===== src/rtl/archive_name_utf8_validator_defines.svh =====
// Assertion helpers for the name validator.
`ifndef ARCHIVE_NAME_UTF8_VALIDATOR_DEFINES_SVH
`define ARCHIVE_NAME_UTF8_VALIDATOR_DEFINES_SVH

`ifndef ASSERT_OFF
`define AUNV_ASSERT(lbl, prop, msg) \
  lbl: assert property (@(posedge clk) disable iff (rst) prop) else $error(msg);
`define AUNV_NEVER(lbl, cond, msg) \
  lbl: assert property (@(posedge clk) disable iff (rst) !(cond)) else $error(msg);
`else
`define AUNV_ASSERT(lbl, prop, msg)
`define AUNV_NEVER(lbl, cond, msg)
`endif

`endif


===== src/rtl/aunv_pkg.sv =====
package aunv_pkg;

  localparam int unsigned COUNT_W  = 17;
  localparam int unsigned MAXLEN_W = 16;
  localparam int unsigned SCALAR_W = 21;

  localparam logic [COUNT_W-1:0] COUNT_LIMIT = 17'h10000;
  localparam logic [MAXLEN_W-1:0] MAX_NAME_RESET = 16'd4096;

  // configuration register indexes
  localparam logic CFG_MAX_NAME_BYTES = 1'b0;
  localparam logic CFG_ENCODING       = 1'b1;

  localparam logic ENC_STRICT_UTF8 = 1'b0;

  typedef enum logic [1:0] {
    STATUS_VALID       = 2'd0,
    STATUS_UNSUPPORTED = 2'd1,
    STATUS_BAD_NAME    = 2'd2,
    STATUS_BAD_UTF8    = 2'd3
  } status_t;

  localparam logic [2:0] SEQ_NONE = 3'd0;
  localparam logic [2:0] SEQ_LEN2 = 3'd2;
  localparam logic [2:0] SEQ_LEN3 = 3'd3;
  localparam logic [2:0] SEQ_LEN4 = 3'd4;

  localparam logic [7:0] LEAD2_LO = 8'hC2;
  localparam logic [7:0] LEAD2_HI = 8'hDF;
  localparam logic [7:0] LEAD3_LO = 8'hE0;
  localparam logic [7:0] LEAD3_HI = 8'hEF;
  localparam logic [7:0] LEAD4_LO = 8'hF0;
  localparam logic [7:0] LEAD4_HI = 8'hF4;

  localparam logic [SCALAR_W-1:0] MIN_LEN2   = 21'h80;
  localparam logic [SCALAR_W-1:0] MIN_LEN3   = 21'h800;
  localparam logic [SCALAR_W-1:0] MIN_LEN4   = 21'h10000;
  localparam logic [SCALAR_W-1:0] MAX_SCALAR = 21'h10FFFF;
  localparam logic [SCALAR_W-1:0] SURR_LO    = 21'hD800;
  localparam logic [SCALAR_W-1:0] SURR_HI    = 21'hDFFF;

  typedef struct packed {
    logic [1:0]          pending;
    logic [2:0]          seq_len;
    logic [SCALAR_W-1:0] acc;
    logic                failed;
  } utf8_state_t;

endpackage


===== src/rtl/aunv_decode.sv =====
module aunv_decode (
  input  aunv_pkg::utf8_state_t cur,
  input  logic [7:0]            data,
  input  logic                  en,
  output aunv_pkg::utf8_state_t nxt
);
  import aunv_pkg::*;

  logic [SCALAR_W-1:0] acc_shift;
  logic [SCALAR_W-1:0] minimum;
  utf8_state_t         fail_state;

  assign acc_shift = {cur.acc[SCALAR_W-7:0], data[5:0]};

  always_comb begin
    case (cur.seq_len)
      SEQ_LEN2: minimum = MIN_LEN2;
      SEQ_LEN3: minimum = MIN_LEN3;
      default:  minimum = MIN_LEN4;
    endcase
  end

  always_comb begin
    fail_state         = '0;
    fail_state.failed  = 1'b1;
    nxt = cur;
    if (en && !cur.failed) begin
      if (cur.pending == 2'd0) begin
        if (!data[7]) begin
          nxt = cur;
        end else if (data >= LEAD2_LO && data <= LEAD2_HI) begin
          nxt.seq_len = SEQ_LEN2;
          nxt.pending = 2'd1;
          nxt.acc     = {16'd0, data[4:0]};
        end else if (data >= LEAD3_LO && data <= LEAD3_HI) begin
          nxt.seq_len = SEQ_LEN3;
          nxt.pending = 2'd2;
          nxt.acc     = {17'd0, data[3:0]};
        end else if (data >= LEAD4_LO && data <= LEAD4_HI) begin
          nxt.seq_len = SEQ_LEN4;
          nxt.pending = 2'd3;
          nxt.acc     = {18'd0, data[2:0]};
        end else begin
          nxt = fail_state;
        end
      end else if (data[7:6] != 2'b10) begin
        nxt = fail_state;
      end else begin
        nxt.acc     = acc_shift;
        nxt.pending = cur.pending - 2'd1;
        if (cur.pending == 2'd1) begin
          // sequence complete: reject overlong, surrogate and out-of-range values
          if (acc_shift < minimum || acc_shift > MAX_SCALAR ||
              (acc_shift >= SURR_LO && acc_shift <= SURR_HI)) begin
            nxt = fail_state;
          end else begin
            nxt.seq_len = SEQ_NONE;
            nxt.acc     = '0;
          end
        end
      end
    end
  end

endmodule


===== src/rtl/aunv_verdict.sv =====
module aunv_verdict (
  input  logic                            encoding_choice,
  input  logic [aunv_pkg::MAXLEN_W-1:0]   max_name_bytes,
  input  logic [aunv_pkg::COUNT_W-1:0]    byte_count,
  input  logic                            nul_seen,
  input  aunv_pkg::utf8_state_t           dec,
  output aunv_pkg::status_t               status
);
  import aunv_pkg::*;

  logic too_long;

  assign too_long = byte_count > {1'b0, max_name_bytes};

  always_comb begin
    if (encoding_choice != ENC_STRICT_UTF8) begin
      status = STATUS_UNSUPPORTED;
    end else if (byte_count == '0 || too_long || nul_seen) begin
      status = STATUS_BAD_NAME;
    end else if (dec.failed || dec.pending != 2'd0) begin
      status = STATUS_BAD_UTF8;
    end else begin
      status = STATUS_VALID;
    end
  end

endmodule


===== src/rtl/archive_name_utf8_validator.sv =====
// Strict UTF-8 checker for archive member names. Bytes arrive one per input
// transaction; the transaction flagged is_last closes the name and yields a
// single verdict (status plus saturated byte count), others yield nothing.
// Throughput is one byte per clock: an input register feeds the combinational
// decode and count update, which loads the result register, so a verdict
// passes through the input register and then the result register after its
// last byte is taken. The result register lets new bytes flow in while a
// verdict waits; only the next name's last byte stalls until that verdict is
// taken. Config writes apply at once and belong between names.
`include "archive_name_utf8_validator_defines.svh"

module archive_name_utf8_validator (
  input  logic                          clk,
  input  logic                          rst,
  input  logic                          cfg_we,
  input  logic                          cfg_index,
  input  logic [aunv_pkg::MAXLEN_W-1:0] cfg_data,
  input  logic                          in_valid,
  output logic                          in_ready,
  input  logic [7:0]                    name_byte,
  input  logic                          no_byte,
  input  logic                          is_last,
  output logic                          out_valid,
  input  logic                          out_ready,
  output logic [1:0]                    status,
  output logic [aunv_pkg::COUNT_W-1:0]  name_length
);
  import aunv_pkg::*;

  logic [MAXLEN_W-1:0] max_name_bytes;
  logic                encoding_choice;

  // input stage
  logic       s1_valid;
  logic [7:0] s1_byte;
  logic       s1_no_byte;
  logic       s1_last;
  logic       s1_advance;

  // per-name state
  utf8_state_t        dec;
  utf8_state_t        dec_next;
  logic [COUNT_W-1:0] byte_count;
  logic [COUNT_W-1:0] byte_count_next;
  logic               nul_seen;
  logic               nul_seen_next;
  status_t            verdict;

  assign s1_advance = s1_valid && (!s1_last || !out_valid || out_ready);
  assign in_ready   = !s1_valid || s1_advance;

  aunv_decode u_decode (
    .cur  (dec),
    .data (s1_byte),
    .en   (!s1_no_byte),
    .nxt  (dec_next)
  );

  always_comb begin
    byte_count_next = byte_count;
    nul_seen_next   = nul_seen;
    if (!s1_no_byte) begin
      if (byte_count != COUNT_LIMIT) begin
        byte_count_next = byte_count + COUNT_W'(1);
      end
      if (s1_byte == 8'd0) begin
        nul_seen_next = 1'b1;
      end
    end
  end

  aunv_verdict u_verdict (
    .encoding_choice (encoding_choice),
    .max_name_bytes  (max_name_bytes),
    .byte_count      (byte_count_next),
    .nul_seen        (nul_seen_next),
    .dec             (dec_next),
    .status          (verdict)
  );

  always_ff @(posedge clk) begin
    if (rst) begin
      max_name_bytes  <= MAX_NAME_RESET;
      encoding_choice <= ENC_STRICT_UTF8;
    end else if (cfg_we) begin
      case (cfg_index)
        CFG_MAX_NAME_BYTES: max_name_bytes  <= cfg_data;
        CFG_ENCODING:       encoding_choice <= cfg_data[0];
        default:            max_name_bytes  <= max_name_bytes;
      endcase
    end
  end

  always_ff @(posedge clk) begin
    if (rst) begin
      s1_valid <= 1'b0;
    end else if (in_ready) begin
      s1_valid <= in_valid;
    end
  end

  always_ff @(posedge clk) begin
    if (in_valid && in_ready) begin
      s1_byte    <= name_byte;
      s1_no_byte <= no_byte;
      s1_last    <= is_last;
    end
  end

  always_ff @(posedge clk) begin
    if (rst) begin
      dec        <= '0;
      byte_count <= '0;
      nul_seen   <= 1'b0;
    end else if (s1_advance) begin
      if (s1_last) begin
        dec        <= '0;
        byte_count <= '0;
        nul_seen   <= 1'b0;
      end else begin
        dec        <= dec_next;
        byte_count <= byte_count_next;
        nul_seen   <= nul_seen_next;
      end
    end
  end

  always_ff @(posedge clk) begin
    if (rst) begin
      out_valid <= 1'b0;
    end else if (s1_advance && s1_last) begin
      out_valid <= 1'b1;
    end else if (out_ready) begin
      out_valid <= 1'b0;
    end
  end

  always_ff @(posedge clk) begin
    if (s1_advance && s1_last) begin
      status      <= verdict;
      name_length <= byte_count_next;
    end
  end

  `AUNV_NEVER(a_pending_consistent,
    dec.pending != 2'd0 && (dec.failed || dec.seq_len <= 3'(dec.pending)),
    "pending bytes without an open sequence")
  `AUNV_NEVER(a_failed_clean,
    dec.failed && (dec.pending != 2'd0 || dec.seq_len != SEQ_NONE),
    "failed state still holds a sequence")
  `AUNV_NEVER(a_count_bound, byte_count > COUNT_LIMIT, "byte counter past saturation")
  `AUNV_ASSERT(a_valid_len,
    out_valid && status == STATUS_VALID |->
      name_length != '0 && name_length <= COUNT_W'(max_name_bytes),
    "valid verdict with bad length")

endmodule

===== config.mk =====
export PLATFORM = sky130hd
export DESIGN_NAME = archive_name_utf8_validator
export DESIGN_NICKNAME = d
export VERILOG_FILES = /design/src/rtl/aunv_pkg.sv /design/src/rtl/aunv_decode.sv /design/src/rtl/aunv_verdict.sv /design/src/rtl/archive_name_utf8_validator.sv
export VERILOG_INCLUDE_DIRS = /design/src /design/src/rtl
export SDC_FILE = /design/constraint.sdc
export NUM_CORES = 1
export LEC_CHECK = 0
export BUFFER_PORTS_ARGS = -buffer_cell sky130_fd_sc_hd__buf_2
export CAP_MARGIN = 15
export CORE_MARGIN = 2
export CORE_UTILIZATION = 45
export CTS_CLUSTER_DIAMETER = 60
export DETAILED_ROUTE_END_ITERATION = 6
export PLACE_DENSITY = 0.72
export SYNTH_ARGS = -nofsm -noshare
export SYNTH_HDL_FRONTEND = slang
export SYNTH_HIERARCHICAL = 1
export SYNTH_SLANG_ARGS = --single-unit
export TNS_END_PERCENT = 1

===== constraint.sdc =====
create_clock -name clk -period 3.5 [get_ports clk]
set_clock_uncertainty 0.1 [all_clocks]
set_input_delay 0.7 -clock clk [delete_from_list [all_inputs] [get_ports clk]]
set_output_delay 0.7 -clock clk [all_outputs]
set_load 0.05 [all_outputs]

==> summary.txt, run 1 <==
Clock network
  • CTS sink cnt: 87
  • CTS root buf: clkbuf_8
  • H-tree levels: 3
  • Worst skew pair latency: 380 ps
  • Clock Tree Buf Depth: 2
  • CTS buffer count: 9
  • CTS tree: done
  • Clk slew on worst S/H paths: 90 ps
  • CTS Hold Bufs: 0

Synthesis
  • Avg Inst Size Synth: 8.828 um2
  • Post-synthesis instance area: 0.004741 mm2
  • Post-Synthesis Cells: 537
  • Syn Nets: 591
  • YS warnings: 6

Setup path
  • Reg2reg path depth: 10
  • WP data arrival: 3480 ps
  • Worst endpoint required time: 3520 ps
  • Crit path from: s1_no_byte
  • WS Path Type: reg2reg
  • Worst r2r src: s1_no_byte
  • Worst R2R Setup Slack: 40 ps
  • Critical path peak fanout: 6
  • Crit. End Element: flop
  • End of the critical path: status[1]
  • Startpoint types: flop
  • Critical R2R Capture: status[1]

Routing
  • Post-DR vias/cell: 5.883
  • DRT Pass-1 Iters: 5
  • Vias: 4,271
  • DRT antenna net count: 0
  • Mean routed wirelength per cell: 16.77 um
  • DRC Markers: 0
  • Total Wirelength: 12.17 mm
  • DR iter-0 viols: 298

Global route
  • Largest net degree at the start of global routing: 23
  • Tot GR Track Use: 0.2192
  • Grt total ovfl: 0
  • Antenna violations before repair: 0
  • Vias in the first global route: 4,136
  • First-pass GRT wire length: 20.00 mm

Die
  • Core area: 0.01028 mm2
  • Initial Util: 0.4613
  • Ports: 53
  • Height of the die: 106.6 um
  • Rows: 37
  • Die ar.: 0.01137 mm2
  • Die W: 106.6 um

Placement
  • Inst Count DP: 705
  • IO buf count: 52
  • Placed Area: 0.005142 mm2
  • Gp weighted congestion: 0.9184
  • Post-DP HPWL: 8.810 mm
  • Pre-CTS setup slack: 114.1 ps

Timing
  • Fin. Hold Viols: 0
  • Slew Limit Fails: 0
  • Setup-violating endpoint count in the final report: 0
  • Final Worst Setup Slack: 40.05 ps
  • Fmax: 289.0 MHz
  • Worst-Margin Slew: 1025 ps
  • Fin Setup TNS: 0 ps
  • Final worst-path cycle share: 0.9886
  • Minimum clock period: 3460 ps
  • Slew HR: 0.3150

Power and ir drop
  • Clock group share of total power: 0.383
  • Sw frac: 0.2630
  • Internal power: 0.001537 W
  • Static Leak: 2.091 nW
  • VDD IR-drop max: 0.1808 mV
  • Sw Pwr: 0.0005485 W
  • Power Density: 382.3 mW/mm2
  • Logic pwr share: 0.094
  • Reg power frac: 0.523

Run status
  • Status: complete, no violations

Worst hold path
  • Hold Crit Class: reg2reg

Cells and area
  • Fin cells: 726
  • Layout cells sized above 1: 0.1949
  • Layout overhead on the synthesized area: 15.07%
  • # nets final: 639
  • Ant. Diodes: 0
  • Final Cell Area: 0.005455 mm2

Job
  • Maxcap violations: 0
layer usage:
metal  vias to the layer above  part of all wire  GRT usage
li1                       2060                 -          -
met1                      2044              0.44     0.2772
met2                       133              0.47     0.3681
met3                        34             0.057    0.03891
met4                         0             0.029    0.09369
met5                         -                 0          0
layout make-up:
class	instances	area, um2
Timing Repair Buffer	72	410.4
Sequential cell	87	2033
Multi-Input combinational cell	383	2489
Fill cell	977	4822
Clock inverter	5	70.07
Clock buffer	11	162.7
Inverter	32	120.1
Tap cell	136	170.2
sequential cells by signal, indices dropped and copies added (netlist names), 2 cells and up:
register        cells
max_name_bytes     16
dec                21
name_length        17
status              2
byte_count         17
s1_byte             8
through the flow:
stage                     total power (W)  hold WS [ps]    util
after floorplan                  0.001242         336.3       -
after global placement           0.001301         345.9  0.5004
after detailed placement         0.001307         350.7  0.5004
after CTS                        0.002094         363.4  0.5230
after global routing             0.002161         386.0  0.5308
final                            0.002085         361.7  0.5308
critical path: stages, from the launching register on:
cell,delay [ps]
edfxtp_1,490
nand4b_1,220
buf_4,170
nor3_2,260
xor2_1,340
ha_1,340
a21oi_1,150
o21ai_1,100
a2111oi_2,400
o211ai_1,210
o41a_1,430
power groups by stage:
| stage | Combinational, W | Sequential, W | Clock [W] |
|---|---|---|---|
| floorplan | 0.000113 | 0.00113 | 0 |
| global placement | 0.000189 | 0.00111 | 0 |
| detailed placement | 0.000193 | 0.00111 | 0 |
| CTS | 0.000194 | 0.00109 | 0.000808 |
| global route | 0.000215 | 0.00110 | 0.000851 |
| finish | 0.000196 | 0.00109 | 0.000798 |
placed cells by master (no fill, tap or decap), drive strengths merged, types with 8 or more instances in the layout:
cell / count
edfxtp: 29
clkbuf: 11
nand3: 34
a31oi: 8
a22o: 15
xor2: 9
buf: 72
a21oi: 58
inv: 34
nor3: 13
ha: 22
or4: 9
dfxtp: 58
nor2: 12
o21ai: 18
nand2: 87
nor4: 8
worst min path at each step:
| stage | slack (ps) | end | depth (start not counted) | from |
|---|---|---|---|---|
| after floorplan | 340 | max_name_bytes[10] | 2 | max_name_bytes[10] |
| after global placement | 350 | max_name_bytes[4] | 2 | max_name_bytes[4] |
| after detailed placement | 350 | max_name_bytes[4] | 2 | max_name_bytes[4] |
| after CTS | 360 | max_name_bytes[4] | 2 | max_name_bytes[4] |
| after global routing | 390 | s1_byte[7] | 1 | name_byte[7] |
| final | 360 | max_name_bytes[4] | 2 | max_name_bytes[4] |
what timing repair did:
| action | CTS | global route |
|---|---|---|
| resized for setup | 0 | 7 |
| setup endpoints to repair | 0 | 2 |
| buffers inserted | 0 | 5 |
Power figures use the tool's default switching activity.
==> run 2: changes to the inputs <==
CORE_MARGIN = unset   (was 2)
CTS_BUF_LIST = sky130_fd_sc_hd__clkbuf_16   (was unset)
==> run 2 against run 1 <==
First-iteration DRC count is 27% higher. Worst setup slack better by 17 ps. Die area is 3.7% lower. Critical path depth is 1 higher. Fmax is 0.48% higher. Via count is 1.4% lower. Clock-buffer cell count is 2 lower. Register-to-register slack better by 20 ps. Final area is 0.14% lower. Critical endpoint unchanged. Highest routed layer unchanged.
==> summary.txt, run 2 (same netlist as run 1, synthesis figures left out) <==
Run status
  • Status: complete, no violations

Global route
  • First-pass GRT wire length: 19.33 mm
  • Antenna violations before repair: 0
  • Largest net degree at the start of global routing: 43
  • Tot GR Track Use: 0.2207
  • Vias in the first global route: 3,995
  • Grt total ovfl: 0

Setup path
  • Most frequent CP cell: ha_1
  • Startpoint types: flop
  • Worst endpoint required time: 3490 ps
  • Crit. End Element: flop
  • Crit path max-delay family: compound AO/OA/AOI/OAI gates
  • CP cell instances: ha_1 > nand4b_1 > buf_4 > nor4_2 > xor2_1 > ha_1 > nand4_1 > nor2_2 > a2111oi_2 > o211ai_1 > o41a_1
  • WS Path Type: reg2reg
  • CP peak stage delay: 440 ps
  • Slowest cell on the critical path: o41a_1
  • Buf/Inv on CP: 1
  • WP data arrival: 3430 ps
  • Critical path peak fanout: 4

Timing
  • Fin Setup TNS: 0 ps
  • Worst-Margin Slew: 1036 ps
  • Final Worst Setup Slack: 56.63 ps
  • Fmax: 290.4 MHz
  • Slew Limit Fails: 0
  • Minimum clock period: 3443 ps
  • Setup-violating endpoint count in the final report: 0
  • Slew HR: 0.3081
  • Final worst-path cycle share: 0.9838
  • Fin. Hold Viols: 0

Die
  • Rows: 37
  • Die W: 104.6 um
  • Core area: 0.01028 mm2
  • Initial Util: 0.4613
  • Ports: 53
  • Die ar.: 0.01095 mm2
  • Height of the die: 104.6 um

Routing
  • DRT antenna net count: 0
  • Post-DR vias/cell: 5.851
  • Vias: 4,213
  • DRT Pass-1 Iters: 5
  • DRC Markers: 0
  • Mean routed wirelength per cell: 16.41 um
  • Total Wirelength: 11.82 mm
  • DR iter-0 viols: 378

Clock network
  • CTS sink cnt: 87
  • Worst skew pair latency: 340 ps
  • CTS root buf: clkbuf_16
  • CTS Hold Bufs: 0
  • Clk slew on worst S/H paths: 70 ps
  • Clock Tree Buf Depth: 2
  • CTS buffer count: 9
  • H-tree levels: 3
  • CTS tree: done

Power and ir drop
  • Power Density: 399.8 mW/mm2
  • Total Power: 0.002178 W
  • VDD IR-drop max: 0.2851 mV
  • Static Leak: 2.043 nW

Cells and area
  • Ant. Diodes: 0
  • Layout overhead on the synthesized area: 14.91%
  • Top reg by flops: dec
  • Fin cells: 720
  • Top Registers: dec x21, byte_count x17, name_length x17
  • Layout cells sized above 1: 0.1866
  • Largest register FFs: 21
  • Most common cell after layout, fill and taps aside: nand2_1
  • Filler Cells Inserted: 940
  • Final Util: 0.5301
  • # nets final: 633
  • Most frequent cells in the layout: nand2_1 (85), a21oi_1 (58), dfxtp_1 (58)

Placement
  • Gp weighted congestion: 0.9231
  • Inst Count DP: 703
  • Post-DP HPWL: 8.519 mm
  • IO buf count: 52
  • Pre-CTS setup slack: 123.9 ps

Job
  • Maxcap violations: 0

Worst hold path
  • Hold Crit Class: reg2reg
-- run 2: cell count changes in the layout (fill, tap and decap cells not counted), moves of 2 or more --
cell / delta
clkbuf_8: -10
clkbuf_16: +8
buf_4: -6
clkinvlp_4: +3
clkinv_4: -2
inv_6: +2
inv_8: -2
-- run 2: where the power goes --
group / switching [W] / total (W) / internal [W] / leakage (nW)
logic: 0.000135 / 0.000197 / 0.0000620 / 1.18
registers: 0.0000217 / 0.00109 / 0.00107 / 0.737
clock network: 0.000409 / 0.000890 / 0.000482 / 0.130
-- run 2: stage by stage --
step	area (um2)	hold slack, ps
after global placement	5127	345.0
final	5448	356.3
after detailed placement	5127	349.9
after floorplan	4741	336.3
after CTS	5401	355.8
after global routing	5448	382.7
-- run 2: repair_timing --
item | CTS | global route
buffers inserted | 0 | 1
gates resized for setup | 0 | 7
endpoints found under the setup margin | 0 | 2
-- run 2: layout make-up --
cell class / count / area, um2 / area share
Multi-Input combinational cell: 383 / 2486 / 0.4564
Sequential cell: 87 / 2032 / 0.3730
Timing Repair Buffer: 66 / 365.4 / 0.06706
Clock buffer: 9 / 225.2 / 0.04134
Tap cell: 136 / 170.2 / 0.03124
Inverter: 32 / 120.1 / 0.02205
Clock inverter: 7 / 48.80 / 0.008957
-- run 2: routing by layer --
layer / routed length [um] / global-route usage
met1: 5446 / 0.2942
met2: 5344 / 0.3430
met3: 698 / 0.03805
met4: 327 / 0.1147
met5: 0 / 0
-- run 2: worst reg2reg max path, cell delays in order, from the launching register on --
cell and delay (ps):
dfxtp_1 370, ha_1 210, nand4b_1 240, buf_4 230, nor4_2 270, xor2_1 280
ha_1 300, nand4_1 140, nor2_2 50, a2111oi_2 310, o211ai_1 230, o41a_1 440
-- run 2: worst paths after layout --
kind	from	to	slack (ps)	depth (start not counted)
setup / recovery	byte_count[0]	status[1]	60	11
hold / removal	max_name_bytes[14]	max_name_bytes[14]	360	2
setup reg to reg	byte_count[0]	status[1]	60	11
hold reg to reg	max_name_bytes[14]	max_name_bytes[14]	360	2
==> run 3: changes to the inputs <==
GPL_TIMING_DRIVEN = 0   (was unset)
==> run 3 against run 2 <==
Largest power group unchanged. Non-clock buffer count increased by 28. Wire length grew 3.6%. Largest cell class unchanged. Die area stayed put. Power up 3.5%. Final area up 3.3%.
==> summary.txt, run 3 (same netlist as run 1, synthesis figures left out) <==
Routing
  • DR iter-0 viols: 219
  • Vias: 4,380
  • Wl on met1: 5.007 mm
  • DRC Markers: 0
  • Met2 wire length: 6.151 mm
  • Mean routed wirelength per cell: 16.37 um
  • Met3 Wirelength: 755 um
  • Post-DR vias/cell: 5.856
  • Top Metal Used: met4
  • DRT Pass-1 Iters: 7
  • Total Wirelength: 12.24 mm
  • DRT antenna net count: 0

Power and ir drop
  • Sw Pwr: 0.0005676 W
  • VDD IR-drop max: 0.2133 mV
  • Logic pwr share: 0.090
  • Clock group share of total power: 0.428
  • Static Leak: 2.150 nW
  • Reg power frac: 0.482
  • Total Power: 0.002255 W
  • Sw frac: 0.2518
  • Power Density: 400.7 mW/mm2
  • Internal power: 0.001687 W

Setup path
  • Startpoint types: flop
  • Worst endpoint required time: 3490 ps
  • CP peak stage delay: 500 ps
  • Most frequent CP cell: buf_4
  • Crit. End Element: flop
  • Critical path peak fanout: 6
  • Slowest cell on the critical path: edfxtp_1
  • CP cell instances: nand4b_1 > buf_4 > nor4_2 > xor2_1 > buf_4 > ha_1 > nand4_1 > nor2_2 > a2111oi_2 > o211ai_1 > o41a_1
  • WS Path Type: reg2reg
  • WP data arrival: 3370 ps

Die
  • Height of the die: 104.6 um
  • Core area: 0.01028 mm2
  • Die ar.: 0.01095 mm2
  • Rows: 37
  • Die W: 104.6 um
  • Ports: 53
  • Initial Util: 0.4613

Cells and area
  • Ant. Diodes: 0
  • FF+latch area: 0.002032 mm2
  • # nets final: 661
  • Filler Cells Inserted: 963
  • Most common cell after layout, fill and taps aside: nand2_1
  • Top reg by flops: dec
  • Top Registers: dec x21, byte_count x17, name_length x17
  • Largest register FFs: 21
  • Most frequent cells in the layout: nand2_1 (85), buf_2 (59), a21oi_1 (58), dfxtp_1 (58)
  • Fin cells: 748
  • Multi-input gate area: 0.002550 mm2
  • Layout cells sized above 1: 0.1961
  • Layout overhead on the synthesized area: 18.69%
  • Final Cell Area: 0.005627 mm2

Clock network
  • CTS sink cnt: 87
  • CTS buffer count: 9
  • CTS Hold Bufs: 0
  • CTS root buf: clkbuf_16
  • CTS tree: done
  • Worst skew pair latency: 340 ps
  • Clock Tree Buf Depth: 2
  • Clk slew on worst S/H paths: 60 ps
  • H-tree levels: 3

Placement
  • Inst Count DP: 725
  • Post-DP HPWL: 8.793 mm
  • Placed Area: 0.005171 mm2
  • Gp weighted congestion: 0.9074
  • IO buf count: 52
  • Pre-CTS setup slack: -196.7 ps

Worst hold path
  • Hold Crit Class: reg2reg

Timing
  • Fmax: 295.3 MHz
  • RSZ-0062 raised after global routing: no
  • Fin. Hold Viols: 0
  • Worst-Margin Slew: 932.1 ps
  • Slew HR: 0.3757
  • Final worst-path cycle share: 0.9675
  • Fin Setup TNS: 0 ps
  • Final Worst Setup Slack: 113.8 ps
  • Minimum clock period: 3386 ps
  • Setup-violating endpoint count in the final report: 0
  • Slew Limit Fails: 0

Job
  • Maxcap violations: 0

Global route
  • Grt total ovfl: 0
  • Antenna violations before repair: 0
  • Vias in the first global route: 4,278
  • Largest net degree at the start of global routing: 20
  • Tot GR Track Use: 0.2287
  • First-pass GRT wire length: 19.95 mm

Run status
  • Status: complete, no violations
## run 3: timing repair
action,CTS,global route
endpoints found under the setup margin,2,2
gates resized for setup,6,12
cloned,0,0
setup buffers,3,5
pin swaps,0,3
## run 3: cell type report
class,count,share of cell area
flip-flops and latches,87,0.3611
well taps,136,0.03024
inverters,32,0.02135
clock buffers,9,0.04003
clock inverters,7,0.01268
repair buffers,60,0.05693
multi-input cells,383,0.4532
plain buffers,34,0.02446
## run 3: final timing paths
check | cells after the start | slack, ps | to | start
max | 11 | 110 | status[1] | s1_no_byte
min | 2 | 350 | max_name_bytes[7] | max_name_bytes[7]
max reg2reg | 11 | 110 | status[1] | s1_no_byte
min reg2reg | 2 | 350 | max_name_bytes[7] | max_name_bytes[7]
## run 3: worst max-delay path, delay by kind of cell, from the launching register on
family / cells / cell delay, ps
flip-flops: 1 / 500
buffers and inverters: 2 / 360
AO/OA/AOI/OAI: 3 / 950
adder cells (fa/ha/maj): 1 / 240
AND/OR/NAND/NOR: 4 / 750
XOR/XNOR: 1 / 230
## run 3: layer usage
layer,vias up,GRT usage
li1,2106,-
met1,2059,0.2689
met2,169,0.4134
met3,46,0.03681
met4,0,0.09054
met5,-,0
## run 3: stage by stage
stage          hold slack, ps  utilization
6_report                354.7       0.5475
3_3_place_gp            346.6       0.5032
4_1_cts                 359.6       0.5370
5_1_grt                 379.5       0.5475
3_5_place_dp            350.6       0.5032
2_1_floorplan           336.3            -
## run 3: power by group through the flow
| stage | Combinational, W | Sequential (W) | Clock (W) |
|---|---|---|---|
| 6_report | 0.000203 | 0.00109 | 0.000965 |
| 3_5_place_dp | 0.000198 | 0.00111 | 0 |
| 2_1_floorplan | 0.000113 | 0.00113 | 0 |
| 3_3_place_gp | 0.000194 | 0.00111 | 0 |
| 5_1_grt | 0.000222 | 0.00109 | 0.00102 |
| 4_1_cts | 0.000200 | 0.00109 | 0.000977 |
